$ cat src/rpsb_pkg.sv
package rpsb_pkg;

    // Fixed field widths of the result beat and the configuration port.
    localparam int BIN_W      = 6;
    localparam int CNT_W      = 19;
    localparam int AVG_W      = 40;
    localparam int SUM_W      = 64;
    localparam int CFG_W      = 6;
    localparam int CFG_ADDR_W = 2;

    // Register widths.
    localparam int DIMS_W = 2;
    localparam int GRID_W = 3;
    localparam int NORM_W = 6;

    // Geometry arithmetic width: holds 2^6 and every value derived from it.
    localparam int NP_W = 7;

    // Divider iteration counter width (one quotient bit per cycle).
    localparam int DIV_CNT_W = $clog2(SUM_W);

    // Register indexes.
    localparam logic [CFG_ADDR_W-1:0] REG_DIMS = 2'd0;
    localparam logic [CFG_ADDR_W-1:0] REG_GRID = 2'd1;
    localparam logic [CFG_ADDR_W-1:0] REG_NORM = 2'd2;

    // Register reset values and codes.
    localparam logic [DIMS_W-1:0] DIMS_RST   = 2'd3;
    localparam logic [DIMS_W-1:0] DIMS_3D    = 2'd3;
    localparam logic [GRID_W-1:0] GRID_RST   = 3'd6;
    localparam logic [GRID_W-1:0] GRID_L2_LO = 3'd1;
    localparam logic [GRID_W-1:0] GRID_L2_HI = 3'd6;
    localparam logic [NORM_W-1:0] NORM_RST   = 6'd0;

    typedef enum logic [2:0] {
        ST_IDLE,
        ST_SQRT,
        ST_LOOK,
        ST_ACC,
        ST_ERD,
        ST_DINIT,
        ST_DIV,
        ST_LOAD
    } t_state;

    // Commands from the controller to the datapath.
    typedef struct packed {
        logic accept;
        logic sqrt_step;
        logic lookup;
        logic acc;
        logic erd;
        logic dinit;
        logic dstep;
        logic load;
    } t_cmd;

    // Status from the datapath to the controller.
    typedef struct packed {
        logic sqrt_last;
        logic frame_end;
        logic div_last;
        logic out_free;
        logic last_shell;
    } t_sts;

endpackage

$ cat src/rpsb_ctrl.sv
module rpsb_ctrl (
    input  logic           i_clk,
    input  logic           i_rst_n,
    input  logic           i_in_valid,
    output logic           o_in_ready,
    input  rpsb_pkg::t_sts i_sts,
    output rpsb_pkg::t_cmd o_cmd
);

    rpsb_pkg::t_state r_state;
    rpsb_pkg::t_state n_state;

    always_ff @(posedge i_clk) begin
        if (!i_rst_n) begin
            r_state <= rpsb_pkg::ST_IDLE;
        end else begin
            r_state <= n_state;
        end
    end

    always_comb begin
        n_state    = r_state;
        o_cmd      = '0;
        o_in_ready = 1'b0;
        case (r_state)
            rpsb_pkg::ST_IDLE: begin
                o_in_ready = 1'b1;
                if (i_in_valid) begin
                    o_cmd.accept = 1'b1;
                    n_state      = rpsb_pkg::ST_SQRT;
                end
            end
            rpsb_pkg::ST_SQRT: begin
                o_cmd.sqrt_step = 1'b1;
                if (i_sts.sqrt_last) begin
                    n_state = rpsb_pkg::ST_LOOK;
                end
            end
            rpsb_pkg::ST_LOOK: begin
                o_cmd.lookup = 1'b1;
                n_state      = rpsb_pkg::ST_ACC;
            end
            rpsb_pkg::ST_ACC: begin
                o_cmd.acc = 1'b1;
                n_state   = i_sts.frame_end ? rpsb_pkg::ST_ERD : rpsb_pkg::ST_IDLE;
            end
            rpsb_pkg::ST_ERD: begin
                o_cmd.erd = 1'b1;
                n_state   = rpsb_pkg::ST_DINIT;
            end
            rpsb_pkg::ST_DINIT: begin
                o_cmd.dinit = 1'b1;
                n_state     = rpsb_pkg::ST_DIV;
            end
            rpsb_pkg::ST_DIV: begin
                o_cmd.dstep = 1'b1;
                if (i_sts.div_last) begin
                    n_state = rpsb_pkg::ST_LOAD;
                end
            end
            rpsb_pkg::ST_LOAD: begin
                if (i_sts.out_free) begin
                    o_cmd.load = 1'b1;
                    n_state    = i_sts.last_shell ? rpsb_pkg::ST_IDLE : rpsb_pkg::ST_ERD;
                end
            end
            default: begin
                n_state = rpsb_pkg::ST_IDLE;
            end
        endcase
    end

endmodule

$ cat config.mk
export PLATFORM = sky130hd
export DESIGN_NAME = rpsb_ctrl
export DESIGN_NICKNAME = d
export VERILOG_FILES = /design/src/rpsb_pkg.sv /design/src/rpsb_ctrl.sv
export SDC_FILE = /design/constraint.sdc
export NUM_CORES = 1
export LEC_CHECK = 0
export ABC_AREA = 1
export BUFFER_PORTS_ARGS = -buffer_cell sky130_fd_sc_hd__buf_4
export CORE_AREA = 2 2 39 41
export DETAILED_ROUTE_END_ITERATION = 10
export DIE_AREA = 0 0 41 43
export GPL_TIMING_DRIVEN = 0
export SYNTH_ARGS = -nofsm -noshare
export SYNTH_HDL_FRONTEND = slang
export SYNTH_SLANG_ARGS = --single-unit
$ cat constraint.sdc
create_clock -name i_clk -period 0.9 [get_ports i_clk]
set_input_delay 0 -clock i_clk [delete_from_list [all_inputs] [get_ports i_clk]]
set_output_delay 0 -clock i_clk [all_outputs]
set_load 0.005 [all_outputs]
; Word level (Yosys, flattened, before mapping)
; Index checks and enable logic that the tools add are counted.
[op_classes]
shift = 0
n_mux = 18
n_eq_ne = 11
reduce_logical = 2
order_cmp = 0
n_addsub = 0
mul = 0
bitwise_logic = 0
n_div = 0
[op_table]
columns = op, n
row1 = $pmux W3 S8, 1
row2 = $mux W3, 6
row3 = $eq A3 B3 Y1 const B, 4
row4 = $mux W1, 11
row5 = $ne A2 B2 Y1 const B, 4
row6 = $eq A3 B2 Y1 const B, 2
row7 = $reduce_and A4 Y1, 1
row8 = $eq A3 B1 Y1 const B, 1
row9 = $logic_not A3 Y1, 1
[totals]
output_inout_bits = 9
n_memories = 0
ff_bits = 3
word_cells = 32
romBits = 0
ram_bits = 0
latchBits = 0

; Depth between registers and ports, before layout
; Gate-level depths: netlist of the first run.
[logic_depth]
depth_word = 3
mapped_depth = 8
ltp_nobuf = 8

; Worst setup path before layout of the first run
; Ideal clock, no wire load.
[synth_timing]
path_type = register -> register
from = register r_state[2]
to = register r_state[2]
setup_slack_ns = -0.132
arrival_ns = 0.922
period_less_slack_ns = 1.032
setup_time_ns = 0.111
path_stages_with_launch = 8
required_ns = 0.789
cell_sequence = dfxtp_1 > buf_4 > inv_2 > nand3_1 > nand2_2 > nor2_2 > and2_1 > nor2_1
[synth_between]
elab_chain_cells = 3
word_cells_on_any_way = 14
classes_between = eq/ne (11) / mux (1) / reduce/logical (2)
[synth_rtl]
columns = item, line_no
row1 = "start, declared", rpsb_ctrl.sv:10  ; rpsb_pkg::t_state r_state;
row2 = "start signal, assigned", rpsb_ctrl.sv:15  ; r_state <= rpsb_pkg::ST_IDLE;
row3 = "start signal, assigned", rpsb_ctrl.sv:17  ; r_state <= n_state;
row4 = $eq A3 B1 Y1 (tied with other cells), rpsb_ctrl.sv:25  ; case (r_state)
row5 = $ne A2 B2 Y1 (no line), n/a
row6 = $reduce_and A4 Y1 (no line), n/a
; Several ways; a longest one is shown, not always the timed one.
; A chain may end at the register's enable or synchronous reset.

; Worst setup path after layout of the first run
[layout_timing]
from = register r_state[0]
to = register r_state[1]
; The elaborated chain is that of the path after synthesis.

==> flow_metrics.py, run 1 <==
metrics = {
    "run_status": {
        "outcome": "finished, violations left",
        "violations": "negative setup slack",
    },
    "clock_network": {
        "cts_tree": "built",
        "cts_made_buffers": 3,
        "root_buffer": "clkbuf_4",
        "clk_latency_ns": 0.23,
        "clk_pin_slew_ns": 0.04,
        "cts.path.max_buffers": 2,
        "htreeDepth": 1,
        "cts_sinks": 3,
    },
    "placement": {
        "port_buffers": 16,
        "post-dp-hpwl_um": 541,
        "place_congestion": 0.712,
        "place_ws_ns": -0.164,
    },
    "global_route": {
        "antenna_found_initial": 0,
        "grt-ovfl-total": 0,
        "grt_pass1_wl_mm": 1.15,
        "top_usage_layer": "met2",
        "met2_usage_pct": 13.4,
        "grt_max_degree": 8,
        "grt_use_total_pct": 9.73,
        "grt_use_met3_pct": 6.28,
        "grt_pass1_vias": 304,
        "grt_use_met1_pct": 11.5,
    },
    "floorplan": {
        "dieArea_um2": 1760,
        "start_util_pct": 19.3,
        "die_y_um": 43,
        "boundaryPins": 17,
        "fp-row-count": 14,
        "die_x_um": 41,
        "core_um2": 1380,
    },
    "setup_path": {
        "end_kind": "flip-flop",
        "slowest_delay_ns": 0.39,
        "worst-path-stages": 6,
        "crit_start": "r_state[0]",
        "crit_chain": "inv_4, nand4_1, nand2_4, o21bai_1, nand2_1, nor2_1",
        "critical_path_class": "reg2reg",
        "critPathBufInv": 1,
        "cp_max_fo": 5,
        "crit_path_start_kind": "flip-flop",
        "reg2reg_from": "r_state[0]",
        "cpMaxStageDelayCell": "dfxtp_4",
        "crit_required_ns": 1.06,
        "cp_top_family": "flip-flops",
        "arrival_ns": 1.20,
        "reg2reg_depth": 6,
    },
    "layout": {
        "layout_commonest_cell": "buf_4",
        "areaGrowthSynthToFinish_pct": 108,
        "n_antenna_cell": 0,
        "nNetsFinal": 81,
        "top_regs": "r_state: 3 flops",
        "final_cell_mix": "buf_4, nor2_1, nand2_1",
        "drive_gt1_share_pct": 59.7,
        "regMostFlops": "r_state",
        "largest_reg_flops": 3,
        "fin_util_pct": 40.0,
        "fillers": 151,
    },
    "timing": {
        "max_slew_margin_pct": 89.3,
        "period_share_pct": 116,
        "setup_viol": 12,
        "max_freq_ghz": 0.958,
        "holdWs_ns": 0.159,
        "rsz0062_at_grt": "yes",
        "setup_slack_ns": -0.144,
        "tightest_slew_ns": 0.160,
        "drv_slew": 0,
        "finClkSkew_ns": 0.00367,
        "tns_ns": -1.10,
        "min_period_ns": 1.04,
        "hold_viol": 0,
    },
    "synth": {
        "yosysWarnings": 0,
        "avgSynthCellArea_um2": 5.55,
        "synth_cells": 48,
        "syn_nets": 56,
        "synth_area_um2": 267,
        "ys_seq_elements": 3,
        "ys_types": 14,
        "yosysSeqAreaShare_pct": 22.5,
    },
    "pwr": {
        "power_mw": 1.80,
        "p_leak_nw": 0.285,
        "p_per_area_nw_per_um2": 3250,
        "pwr-share-seq_pct": 23.1,
        "p_sw_uw": 784,
        "sw_frac_of_total_pct": 43.6,
        "irDropWorstVdd_mv": 1.47,
        "clockPowerShare_pct": 13.0,
        "p_int_mw": 1.01,
        "power_frac_comb_pct": 63.9,
    },
    "routing": {
        "ant_nets": 0,
        "avgViaCountPerCell": 4.25,
        "drc": 0,
        "route.vias.total": 374,
        "drtIter0Drc": 0,
        "wl_per_cell_um": 8.31,
        "drt_pass1_iterations": 1,
        "routed_wirelength_um": 731,
    },
    "min_path": {
        "hold_class": "in2reg",
        "whs_path_depth": 5,
        "hold_path_startpoint": "i_sts[0]",
    },
    "job": {
        "drv_cap": 0,
    },
}
[worst paths after layout]
kind	end	slack, ns
min	r_state[2]	0.16
max	r_state[1]	-0.14
min reg2reg	r_state[0]	0.68
max reg2reg	r_state[1]	-0.14
[logic make-up after synthesis]
family / after synthesis / share of synthesized area [%]
buffers and inverters: 10 / 15.5
AOI/OAI and AO/OA: 1 / 2.82
DFF: 3 / 22.5
and+or+nand+nor: 34 / 59.2
[synth_stat cells]
| master | instances | share of area [%] |
|---|---|---|
| and2_1 | 1 | 2.3 |
| nand2_2 | 2 | 4.7 |
| inv_1 | 7 | 9.9 |
| dfxtp_1 | 3 | 23 |
| nand3_2 | 1 | 3.8 |
| nand2_1 | 8 | 11 |
| nor2_1 | 13 | 18 |
| buf_4 | 1 | 2.8 |
| nor3_1 | 3 | 5.6 |
| nor2_2 | 2 | 4.7 |
| inv_2 | 2 | 2.8 |
| nand3_1 | 2 | 3.8 |
| nand4_1 | 2 | 4.7 |
| o21bai_1 | 1 | 2.8 |
[repair_timing]
item,4_1_cts,5_1_grt
hold buffers,1,0
setup buffers,4,0
hold endpoints to repair,1,0
endpoints found under the setup margin,12,12
resized for setup,9,11
pin swaps,8,5
[per-stage QoR]
step,cell area (um2),cells
6_report,553,88
5_1_grt,553,88
4_1_cts,528,89
3_5_place_dp,429,80
3_3_place_gp,429,80
2_1_floorplan,289,48
[final cells by class]
type / count / area [um2] / area share (%)
inverters: 9 / 43.8 / 7.92
multi-input cells: 35 / 224 / 40.5
well taps: 16 / 20.0 / 3.62
repair buffers: 21 / 168 / 30.3
flip-flops and latches: 3 / 71.3 / 12.9
clock buffers: 4 / 26.3 / 4.75
[power groups by stage]
stage / Sequential [mW] / Combinational, mW / Clock [mW]
after floorplan: 0.284 / 0.621 / 0
after global placement: 0.297 / 0.913 / 0
after detailed placement: 0.300 / 0.928 / 0
after CTS: 0.318 / 1.16 / 0.249
after global routing: 0.432 / 1.28 / 0.268
final: 0.415 / 1.15 / 0.234
[worst register-to-register path, cell delays in order, from the launching register on]
cell      delay (ns)
dfxtp_4         0.39
inv_4           0.05
nand4_1         0.13
nand2_4         0.08
o21bai_1        0.15
nand2_1         0.08
nor2_1          0.09
[per-layer routing]
layer,up-vias,share of wire [%]
li1,195,-
met1,166,43
met2,13,49
met3,0,8.1
met4,0,0
met5,-,0
Power figures use the tool's default switching activity.
==> run 2: changes to the inputs <==
Settings changed: BUFFER_PORTS_ARGS -buffer_cell sky130_fd_sc_hd__buf_4 to -buffer_cell sky130_fd_sc_hd__buf_2, CTS_CLUSTER_DIAMETER set to 200.
==> run 2 against run 1 <==
The run still ends with negative setup slack left; first-iteration DRC count increased by 1; non-clock buffer count is 2 higher; setup slack lost 0.021 ns; maximum frequency is 2.0% lower; combinational power about the same.
==> flow_metrics.py, run 2 (same netlist as run 1, synthesis figures left out) <==
metrics = {
    "run_status": {
        "outcome": "finished, violations left",
        "violations": "negative setup slack",
    },
    "timing": {
        "tightest_slew_ns": 0.158,
        "max_freq_ghz": 0.939,
        "rsz0062_at_grt": "yes",
        "drv_slew": 0,
        "min_period_ns": 1.06,
        "setup_slack_ns": -0.165,
        "setup_viol": 12,
        "holdWs_ns": 0.156,
        "hold_viol": 0,
        "max_slew_margin_pct": 89.4,
        "finClkSkew_ns": 0.000365,
        "period_share_pct": 118,
    },
    "clock_network": {
        "clk_latency_ns": 0.23,
        "cts_tree": "built",
        "cts.path.max_buffers": 2,
        "cts_made_buffers": 3,
        "cts_sinks": 3,
        "htreeDepth": 1,
        "root_buffer": "clkbuf_4",
        "clk_pin_slew_ns": 0.04,
    },
    "placement": {
        "place_congestion": 0.687,
        "place_ws_ns": -0.151,
        "post-dp-hpwl_um": 520,
        "port_buffers": 16,
        "place_area_um2": 389,
        "place_inst": 80,
    },
    "layout": {
        "fin_cells": 90,
        "regMostFlops": "r_state",
        "top_regs": "r_state: 3 flops",
        "fillers": 159,
        "final_cell_mix": "buf_2, nor2_1, nand2_1",
        "drive_gt1_share_pct": 56.8,
        "layout_commonest_cell": "buf_2",
        "nNetsFinal": 83,
        "n_antenna_cell": 0,
        "areaGrowthSynthToFinish_pct": 90.6,
        "largest_reg_flops": 3,
        "final_area_um2": 508,
    },
    "routing": {
        "ant_nets": 0,
        "drt_pass1_iterations": 2,
        "routed_wirelength_um": 735,
        "drc": 0,
        "avgViaCountPerCell": 4.14,
        "wl_per_cell_um": 8.17,
        "drtIter0Drc": 1,
        "route.vias.total": 373,
    },
    "floorplan": {
        "core_um2": 1380,
        "boundaryPins": 17,
        "die_x_um": 41,
        "start_util_pct": 19.3,
        "dieArea_um2": 1760,
        "fp-row-count": 14,
        "die_y_um": 43,
    },
    "pwr": {
        "p_per_area_nw_per_um2": 3370,
        "irDropWorstVdd_mv": 1.25,
        "p_leak_nw": 0.279,
    },
    "setup_path": {
        "crit_path_start_kind": "flip-flop",
        "cp_max_fo": 6,
        "end_kind": "output port",
        "critical_path_class": "reg2out",
        "arrival_ns": 1.06,
        "crit_required_ns": 0.90,
    },
    "job": {
        "drv_cap": 0,
    },
    "global_route": {
        "grt-ovfl-total": 0,
        "grt_pass1_wl_mm": 1.08,
        "antenna_found_initial": 0,
        "grt_pass1_vias": 296,
        "grt_max_degree": 9,
        "grt_use_total_pct": 9.52,
    },
    "min_path": {
        "hold_class": "in2reg",
    },
}
==> run 2: changes by cell type in the layout (fill, tap and decap cells not counted), sizes merged <==
cell and delta:
buf +2
==> run 2: per-layer routing <==
metal,track usage [%],wire [um]
met3,4.71,54
met4,8.00,0
met5,0,0
met1,9.27,301
met2,14.1,379
==> run 2: worst paths after layout <==
| path | from | end | slack, ns | cells after the start |
|---|---|---|---|---|
| worst min register to register | r_state[0] | r_state[0] | 0.65 | 3 |
| worst max register to register | r_state[0] | r_state[1] | -0.15 | 6 |
| worst max-delay path | r_state[1] | o_cmd[7] | -0.16 | 4 |
| worst min-delay path | i_sts[0] | r_state[2] | 0.16 | 5 |
==> run 2: per-stage QoR <==
stage / util (%) / setup TNS (ns) / total power, mW
after detailed placement: 28.1 / -0.393 / 1.14
after CTS: 35.9 / -1.20 / 1.68
after global placement: 28.1 / -0.380 / 1.12
after global routing: 36.7 / -2.03 / 1.89
final: 36.7 / -1.16 / 1.71
after floorplan: - / -0.177 / 0.905
==> run 2: where the power goes <==
part,internal [mW],leakage (nW),switching [mW]
Clock,0.166,0.0150,0.0659
Sequential,0.226,0.0264,0.101
Combinational,0.574,0.237,0.581
==> run 2: area by class of cell <==
cell class              count  area, um2  share of cell area, %
multi-input cells          35        205                   40.4
clock buffers               4       26.3                   5.17
inverters                   9       41.3                   8.13
flip-flops and latches      3       68.8                   13.5
plain buffers               1       15.0                   2.96
well taps                  16       20.0                   3.94
repair buffers             22        131                   25.9
==> run 2: critical path, stage by stage, from the launching register on <==
cell and delay (ns):
dfxtp_4 0.37, nor2_4 0.15, inv_2 0.06, nor3_2 0.14, buf_2 0.13
==> run 2: timing repair <==
item / 4_1_cts / 5_1_grt
pin swaps: 12 / 2
endpoints found under the setup margin: 12 / 12
setup buffers: 5 / 0
hold buffers: 1 / 0
hold endpoints to repair: 1 / 0
resized for setup: 9 / 4
==> run 3: changes to the inputs <==
==> constraint.sdc (replaced) <==
create_clock -name i_clk -period 0.9 [get_ports i_clk]
set_input_delay 0 -clock i_clk [delete_from_list [all_inputs] [get_ports i_clk]]
set_output_delay 0 -clock i_clk [all_outputs]
set_load 0.05 [all_outputs]
==> run 3 against run 2 <==
The run still ends with negative setup slack left; combinational power rose by 95%; die area did not move; sequential share of layout area fell by 3.1 points; sequential cell count did not move; setup slack got worse by 0.057 ns; core utilization rose by 11 points; clock power barely moved; final cell count did not move; clock-buffer cell count did not move; clock skew rose by 0.0033 ns; routed wire length rose by 11%; sequential power rose by 9.2%; critical endpoint is now o_cmd[4]; largest cell class unchanged.
==> flow_metrics.py, run 3 (same netlist as run 1, synthesis figures left out) <==
metrics = {
    "routing": {
        "wl_per_cell_um": 9.03,
        "drt_pass1_iterations": 2,
        "ant_nets": 0,
        "drtIter0Drc": 2,
        "avgViaCountPerCell": 4.32,
        "route.vias.total": 389,
        "routed_wirelength_um": 813,
        "drc": 0,
    },
    "timing": {
        "setup_slack_ns": -0.222,
        "max_freq_ghz": 0.891,
        "drv_slew": 0,
        "rsz0062_at_grt": "yes",
        "period_share_pct": 125,
        "setup_viol": 12,
        "min_period_ns": 1.12,
        "max_slew_margin_pct": 89.7,
        "hold_viol": 0,
        "finClkSkew_ns": 0.00371,
        "tightest_slew_ns": 0.153,
    },
    "clock_network": {
        "clk_pin_slew_ns": 0.03,
        "cts_tree": "built",
        "cts.path.max_buffers": 2,
        "cts_sinks": 3,
        "cts_made_buffers": 3,
        "htreeDepth": 1,
        "root_buffer": "clkbuf_4",
        "clk_latency_ns": 0.23,
    },
    "layout": {
        "areaGrowthSynthToFinish_pct": 148,
        "top_regs": "r_state: 3 flops",
        "n_antenna_cell": 0,
        "drive_gt1_share_pct": 67.6,
        "final_cell_mix": "nor2_4, buf_2, nand2_1, buf_8, buf_6",
        "regMostFlops": "r_state",
        "largest_reg_flops": 3,
        "fin_cells": 90,
        "final_area_um2": 662,
        "fillers": 141,
        "layout_commonest_cell": "nor2_4",
        "nNetsFinal": 83,
    },
    "global_route": {
        "grt_use_met3_pct": 1.57,
        "grt_use_total_pct": 9.14,
        "met2_usage_pct": 16.3,
        "grt_max_degree": 11,
        "grt_pass1_vias": 313,
        "grt_use_met1_pct": 8.68,
        "antenna_found_initial": 0,
        "top_usage_layer": "met2",
        "grt-ovfl-total": 0,
        "grt_pass1_wl_mm": 1.10,
    },
    "placement": {
        "place_inst": 80,
        "post-dp-hpwl_um": 557,
        "place_ws_ns": -0.216,
        "port_buffers": 16,
        "place_congestion": 0.703,
        "place_area_um2": 465,
    },
    "run_status": {
        "violations": "negative setup slack",
        "outcome": "finished, violations left",
    },
    "setup_path": {
        "slowest_delay_ns": 0.32,
        "arrival_ns": 1.12,
        "cpMaxStageDelayCell": "dfxtp_2",
        "critical_path_class": "reg2out",
        "crit_chain": "buf_12, buf_4, nor2_2, buf_6",
        "cp_max_fo": 9,
        "end_kind": "output port",
        "crit_required_ns": 0.90,
        "crit_path_start_kind": "flip-flop",
    },
    "floorplan": {
        "die_x_um": 41,
        "start_util_pct": 19.3,
        "die_y_um": 43,
        "core_um2": 1380,
        "fp-row-count": 14,
        "dieArea_um2": 1760,
        "boundaryPins": 17,
    },
    "pwr": {
        "p_leak_nw": 0.314,
        "p_per_area_nw_per_um2": 4320,
        "power_mw": 2.86,
        "irDropWorstVdd_mv": 1.91,
    },
    "min_path": {
        "hold_class": "in2reg",
    },
    "job": {
        "drv_cap": 0,
    },
}
==> run 3: cell types whose count changed in the layout (fill, tap and decap cells not counted), moves of 2 or more <==
cell / before / now
buf_2: 16 / 7
nor2_1: 11 / 5
buf_6: 1 / 6
buf_8: 1 / 6
nor2_4: 3 / 8
buf_4: 4 / 2
inv_2: 3 / 1
inv_4: 0 / 2
nand2_1: 8 / 6
nand2_2: 1 / 3
nor3_2: 2 / 0
nor3_4: 0 / 2
==> run 3: path summary, 6_finish.rpt <==
| path | start | cells after the start | slack, ns | endpoint |
|---|---|---|---|---|
| max | r_state[2] | 4 | -0.22 | o_cmd[4] |
| min | i_sts[0] | 5 | 0.16 | r_state[2] |
| max reg2reg | r_state[0] | 7 | -0.21 | r_state[2] |
| min reg2reg | r_state[0] | 2 | 0.56 | r_state[0] |
==> run 3: layout make-up <==
type	count	area, um2	area share, %
inverter	9	46.3	6.99
clock buffer	4	26.3	3.97
multi-input combinational	35	263	39.7
sequential	3	68.8	10.4
timing repair buffer	22	218	32.9
buffer	1	20.0	3.02
tap	16	20.0	3.02
==> run 3: stage by stage <==
step	util, %	hold slack [ns]	setup TNS [ns]
after floorplan	-	0.111	-0.569
after global placement	33.6	0.235	-0.804
after detailed placement	33.6	0.235	-0.890
after CTS	42.0	0.154	-2.17
after global routing	47.8	0.190	-2.77
final	47.8	0.157	-2.22
==> run 3: power breakdown <==
group	switching, mW	total [mW]	internal, mW
Sequential	0.130	0.357	0.227
Combinational	1.30	2.26	0.965
Clock	0.0690	0.235	0.166
Total	1.50	2.86	1.36
==> run 3: metal layers <==
layer	wire, um	up-vias
li1	-	200
met1	304	177
met2	470	12
met3	39	0
met4	0	0
met5	0	-
==> run 3: critical path: cells and delay by family, from the launching register on <==
family,cells,cell delay (ns)
flops,1,0.32
buf+inv,3,0.45
simple gates,1,0.13
==> run 3: timing repair <==
item,4_1_cts,5_1_grt
hold endpoints to repair,1,0
setup endpoints to repair,12,12
setup buffers,1,4
hold buffers,1,0
resized for setup,23,13
pin swaps,5,6
